===== config.mk =====
export PLATFORM = sky130hd
export DESIGN_NAME = wfv_fifo
export DESIGN_NICKNAME = d
export VERILOG_FILES = /design/src/rtl/core/wfv_pkg.sv /design/src/rtl/core/wfv_fifo.sv
export SDC_FILE = /design/constraint.sdc
export NUM_CORES = 1
export LEC_CHECK = 0
export BUFFER_PORTS_ARGS = -buffer_cell sky130_fd_sc_hd__clkbuf_2
export CAP_MARGIN = 30
export CELL_PAD_IN_SITES_DETAIL_PLACEMENT = 1
export CELL_PAD_IN_SITES_GLOBAL_PLACEMENT = 1
export CORE_ASPECT_RATIO = 0.7
export CORE_MARGIN = 10
export CORE_UTILIZATION = 30
export CTS_CLUSTER_SIZE = 14
export DETAILED_ROUTE_END_ITERATION = 16
export PLACE_DENSITY_LB_ADDON = 0.1
export SLEW_MARGIN = 20
export SYNTH_ARGS = -nofsm -noshare
export SYNTH_HDL_FRONTEND = slang
export SYNTH_SLANG_ARGS = --single-unit

===== constraint.sdc =====
create_clock -name aclk -period 5.2 [get_ports aclk]
set_clock_uncertainty 0.1 [all_clocks]
set_input_delay 1.04 -clock aclk [delete_from_list [all_inputs] [get_ports aclk]]
set_output_delay 1.04 -clock aclk [all_outputs]
set_load 0.05 [all_outputs]

===== src/rtl/core/wfv_pkg.sv =====
`timescale 1ns / 1ps
// ----------------------------------------------------------------------------
// wfv_pkg
// Shared types, codes, reset values and fixed-point helpers of the waypoint
// follower.
// ----------------------------------------------------------------------------
package wfv_pkg;

    // default store depth
    localparam int unsigned MAX_WAYPOINTS_DEF = 1024;

    // command queue between front and back
    localparam int unsigned CMD_FIFO_DEPTH = 2;

    // item kinds
    localparam logic KIND_LOAD = 1'b0;
    localparam logic KIND_ODOM = 1'b1;

    // result status codes
    localparam logic [2:0] ST_IDLE     = 3'd0;
    localparam logic [2:0] ST_FINISHED = 3'd1;
    localparam logic [2:0] ST_REACHED  = 3'd2;
    localparam logic [2:0] ST_COMMAND  = 3'd3;
    localparam logic [2:0] ST_STORED   = 3'd4;
    localparam logic [2:0] ST_IGNORED  = 3'd5;

    // configuration register indexes
    localparam logic [1:0] CFG_PRINT_GAIN     = 2'd0;
    localparam logic [1:0] CFG_TRAVEL_GAIN    = 2'd1;
    localparam logic [1:0] CFG_REACH_DISTANCE = 2'd2;

    // configuration reset values
    localparam logic [15:0] RST_PRINT_GAIN     = 16'd39322;
    localparam logic [15:0] RST_TRAVEL_GAIN    = 16'd39322;
    localparam logic [30:0] RST_REACH_DISTANCE = 31'd9830;

    // quaternion component limit, Q2.14 one
    localparam logic signed [15:0] QUAT_MAX = 16'sd16384;
    localparam logic signed [15:0] QUAT_MIN = -16'sd16384;

    // Q1.30 one
    localparam logic signed [31:0] Q30_ONE = 32'sd1073741824;

    localparam logic signed [71:0] S32_MAX = 72'sd2147483647;
    localparam logic signed [71:0] S32_MIN = -72'sd2147483648;

    typedef struct packed {
        logic               kind;
        logic signed [31:0] pos_x;
        logic signed [31:0] pos_y;
        logic signed [31:0] pos_z;
        logic               print_flag;
        logic               last_waypoint;
        logic signed [15:0] quat_x;
        logic signed [15:0] quat_y;
        logic signed [15:0] quat_z;
        logic signed [15:0] quat_w;
    } in_item_t;

    typedef struct packed {
        logic [2:0]         status;
        logic signed [31:0] vel_x;
        logic signed [31:0] vel_y;
        logic signed [31:0] vel_z;
        logic               extrude;
        logic [10:0]        waypoint_index;
    } out_item_t;

    // classified command handed from front to back
    typedef struct packed {
        logic               kind;
        logic signed [31:0] pos_x;
        logic signed [31:0] pos_y;
        logic signed [31:0] pos_z;
        logic               print_flag;
        logic               last_waypoint;
        logic               yaw_zero;
        logic signed [31:0] yaw_a;
        logic signed [31:0] yaw_b;
    } cmd_t;

    typedef struct packed {
        logic [15:0] print_gain;
        logic [15:0] travel_gain;
        logic [30:0] reach_distance;
    } cfg_t;

    // round(v / 2^k), half away from zero
    function automatic logic signed [71:0] rnd_shr(input logic signed [71:0] v,
                                                   input int unsigned k);
        logic [71:0] mag;
        logic [71:0] res;
        mag = v[71] ? 72'(-v) : 72'(v);
        res = (mag + (72'(1) << (k - 1))) >> k;
        return v[71] ? -$signed(res) : $signed(res);
    endfunction

    // saturate to 32-bit signed
    function automatic logic signed [31:0] sat32(input logic signed [71:0] v);
        logic signed [31:0] res;
        if (v > S32_MAX) begin
            res = 32'sh7fffffff;
        end else if (v < S32_MIN) begin
            res = 32'sh80000000;
        end else begin
            res = v[31:0];
        end
        return res;
    endfunction

endpackage


===== src/rtl/core/wfv_fifo.sv =====
`timescale 1ns / 1ps
// ----------------------------------------------------------------------------
// wfv_fifo
// Short command queue between front and back.
// ----------------------------------------------------------------------------
module wfv_fifo (
    input  logic          aclk,
    input  logic          aresetn,
    input  logic          push_valid,
    output logic          push_ready,
    input  wfv_pkg::cmd_t push_data,
    output logic          pop_valid,
    input  logic          pop_ready,
    output wfv_pkg::cmd_t pop_data
);

    localparam int unsigned DEPTH = wfv_pkg::CMD_FIFO_DEPTH;
    localparam int unsigned PW    = (DEPTH > 1) ? $clog2(DEPTH) : 1;
    localparam int unsigned NW    = $clog2(DEPTH + 1);

    wfv_pkg::cmd_t slot_reg [DEPTH];
    logic [PW-1:0] wr_ptr_reg, rd_ptr_reg;
    logic [NW-1:0] count_reg;
    logic          do_push, do_pop;

    assign push_ready = (count_reg != NW'(DEPTH));
    assign pop_valid  = (count_reg != '0);
    assign pop_data   = slot_reg[rd_ptr_reg];
    assign do_push    = push_valid && push_ready;
    assign do_pop     = pop_valid && pop_ready;

    function automatic logic [PW-1:0] wrap_inc(input logic [PW-1:0] p);
        return (p == PW'(DEPTH - 1)) ? '0 : p + 1'b1;
    endfunction

    // pointers and fill count
    always_ff @(posedge aclk) begin
        if (!aresetn) begin
            wr_ptr_reg <= '0;
            rd_ptr_reg <= '0;
            count_reg  <= '0;
        end else begin
            if (do_push) begin
                wr_ptr_reg <= wrap_inc(wr_ptr_reg);
            end
            if (do_pop) begin
                rd_ptr_reg <= wrap_inc(rd_ptr_reg);
            end
            if (do_push && !do_pop) begin
                count_reg <= count_reg + 1'b1;
            end else if (do_pop && !do_push) begin
                count_reg <= count_reg - 1'b1;
            end
        end
    end

    // storage
    always_ff @(posedge aclk) begin
        if (do_push) begin
            slot_reg[wr_ptr_reg] <= push_data;
        end
    end

endmodule


==> results.py <==
metrics = {
    "job": {
        "max_cap_viol_count": 0,
    },
    "logic_synthesis": {
        "synth_cells": 534,
        "yosysWarnings": 0,
        "synthAdderAreaFrac_pct": 0.103,
        "synth-compound-area-share_pct": 0.289,
        "synth-xor-area-share_pct": 0.217,
        "synthTopCellsByCount": "edfxtp_1 (328), mux2_2 (164), buf_6 (16), dfxtp_1 (5), and2_1 (4)",
        "synthFlopType": "edfxtp_1",
        "synthMuxAreaShare_pct": 15.2,
        "ys_ff_latch": 333,
        "synth_top_area_share_pct": 81.2,
        "async_flop_share_pct": 0,
        "ys_seq_area_share_pct": 82.0,
        "synth.largest_area_cell": "edfxtp_1",
        "synth_simple_gate_area_share_pct": 0.536,
        "synth_top_family_by_area": "multiplexers",
        "ys_types": 20,
        "syn_avg_cell_area_sq_um": 22.7,
        "synth_area_leaders": "edfxtp_1 (81%), mux2_2 (15%), buf_6 (1.5%)",
        "synth_edf_count": 328,
        "syn_area_sq_mm": 0.0121,
        "yosysMostFrequentCell": "edfxtp_1",
        "syn_nets": 703,
    },
    "cts": {
        "clockBufferDepth": 3,
        "cts_max_level": 2,
        "ctsHoldBuffers": 0,
        "cts_tree": "done",
        "cts_made_buffers": 36,
        "cts_resized": 0,
        "insertion_delay_ns": 0.51,
        "post-cts-setup-buffers": 0,
        "cts_root_buf": "clkbuf_16",
        "clk_pin_slew_ns": 0.06,
        "cts_num_sinks": 333,
    },
    "placement": {
        "dp_hpwl_mm": 20.5,
        "io_buffer_count": 333,
        "placed_area_sq_mm": 0.0144,
        "gp_congestion": 0.689,
    },
    "routing": {
        "routed_wl_mm": 30.0,
        "num_vias": 6176,
        "drc_errors": 0,
        "drtPass1Iterations": 4,
        "routed_via_density": 4.24,
        "avgRoutedWirePerCell_um": 20.6,
        "initialDrtViolationCount": 342,
        "ant_nets": 0,
    },
    "timing": {
        "finalCritPeriodShare_pct": 69.1,
        "period_needed_ns": 3.59,
        "final.setup.tns_ns": 0,
        "relSlewSlack_pct": 48.0,
        "rsz0062_at_grt": "false",
        "setup_viol_count_final": 0,
        "fmax_mhz": 279,
        "holdWs_ns": 0.477,
        "worstMarginPinSlew_ns": 0.780,
        "drv_slew": 0,
        "hold_viol_final": 0,
    },
    "setup_path": {
        "rrSetupSlack_ns": 2.84,
        "cp.depth": 3,
        "crit_family": "buffers and inverters",
        "arrival_ns": 2.45,
        "crit_buf_inv": 2,
        "reg2regPathDepth": 4,
        "max_stage_delay_ns": 0.61,
        "crit-reg2reg-capture": "slot_reg[0][115]",
        "cp_slowest_cell": "buf_4",
        "endpoint": "pop_data[102]",
        "required_ns": 4.06,
        "rr_startpoint": "count_reg[0]",
        "endpoint_kind": "primary output",
        "worstPathCellList": "buf_4 > mux2_2 > clkbuf_2",
        "critical_path.max_fanout": 47,
        "critPathKind": "register to primary output",
        "worstSetupStartpointType": "register",
    },
    "power_and_ir_drop": {
        "ir_worst_vdd_v": 0.000262,
        "p_leak_nw": 5.71,
        "power_density_mw_per_mm2": 570,
    },
    "floorplanning": {
        "core_sq_mm": 0.0398,
        "ios": 334,
        "dieHeight_um": 188,
        "die_width_um": 260,
        "rows": 61,
        "initial_core_util_pct": 30.5,
        "dieArea_sq_mm": 0.0490,
    },
    "worst_hold_path": {
        "hold_path_class": "register to register",
    },
    "grt": {
        "grt_pass1_vias": 6902,
        "grt_first_pass_wirelength_mm": 44.2,
        "grt_overflow": 0,
        "grt_max_degree": 96,
        "grt_antenna_before_repair": 4,
        "grt_usage_pct": 11.8,
    },
    "cells_and_area": {
        "nFillCells": 4074,
        "layout-drive-gt1-share_pct": 60.3,
        "largest_register_ffs": 328,
        "area_growth_syn_to_layout_pct": 27.3,
        "design_area_sq_mm": 0.0154,
        "final_nets": 1062,
        "final_util_pct": 38.8,
    },
    "status": {
        "status": "finished, final reports clean",
    },
}
[worst min path at each step]
stage                     cells past startpoint          from  slack, ns      endpoint
after floorplan                               2  count_reg[1]       0.41  count_reg[1]
after global placement                        2  count_reg[1]       0.44  count_reg[1]
after CTS                                     2  count_reg[1]       0.47  count_reg[1]
after detailed placement                      2  count_reg[1]       0.46  count_reg[1]
after global routing                          2  count_reg[1]       0.52  count_reg[1]
final                                         2  count_reg[1]       0.48  count_reg[1]
[power by group]
group / leakage (nW) / switching (mW) / total (mW) / internal [mW]
logic: 2.08 / 2.22 / 3.00 / 0.780
registers: 3.10 / 0.104 / 3.46 / 3.35
clock network: 0.526 / 1.01 / 2.35 / 1.34
[layer usage]
| layer | vias up | share of wire [%] | track usage, % |
|---|---|---|---|
| li1 | 2869 | - | - |
| met1 | 3069 | 42 | 14.3 |
| met2 | 192 | 45 | 18.3 |
| met3 | 42 | 11 | 6.29 |
| met4 | 4 | 1.4 | 2.81 |
| met5 | - | 0.090 | 0 |
[worst min-delay path, stage by stage, from the launching register on]
cell and delay, ns:
dfxtp_1 0.37, o21ai_0 0.10, a21boi_1 0.06
[per-stage QoR]
stage | power [mW] | setup slack [ns] | instances
after floorplan | 5.90 | 0.279 | 534
after global placement | 6.58 | 2.12 | 1390
after detailed placement | 6.59 | 2.10 | 1390
after CTS | 8.98 | 1.52 | 1454
after global routing | 9.22 | 1.47 | 1454
final | 8.81 | 1.61 | 1458
[layout by cell type, fill, tap and decap left out, types with 2 or more instances in the layout]
master     instances
clkbuf_2         333
edfxtp_1         328
mux2_2           164
clkbuf_16         37
clkinv_1          14
clkinv_2           6
clkbuf_1           5
diode_2            4
and2_1             4
dfxtp_1            4
buf_12             3
buf_4              3
xnor2_1            2
inv_6              2
[layout make-up]
cell class                      instances  area, sq um  area share [%]
Sequential cell                       333         9950            64.4
Multi-Input combinational cell        182         1990            12.9
Timing Repair Buffer                  339         1750            11.3
Clock buffer                           42          945            6.12
Tap cell                              535          669            4.33
Clock inverter                         22          121           0.786
Antenna cell                            4         10.0          0.0648
Inverter                                1         8.76          0.0567
[cells by family after synthesis]
group	count (synthesis)
flip-flops	333
buffers and inverters	19
XOR/XNOR	3
multiplexers	164
AND/OR/NAND/NOR	9
adder cells (fa/ha/maj)	1
AO/OA/AOI/OAI	5
(Power assumes the default switching activity.)
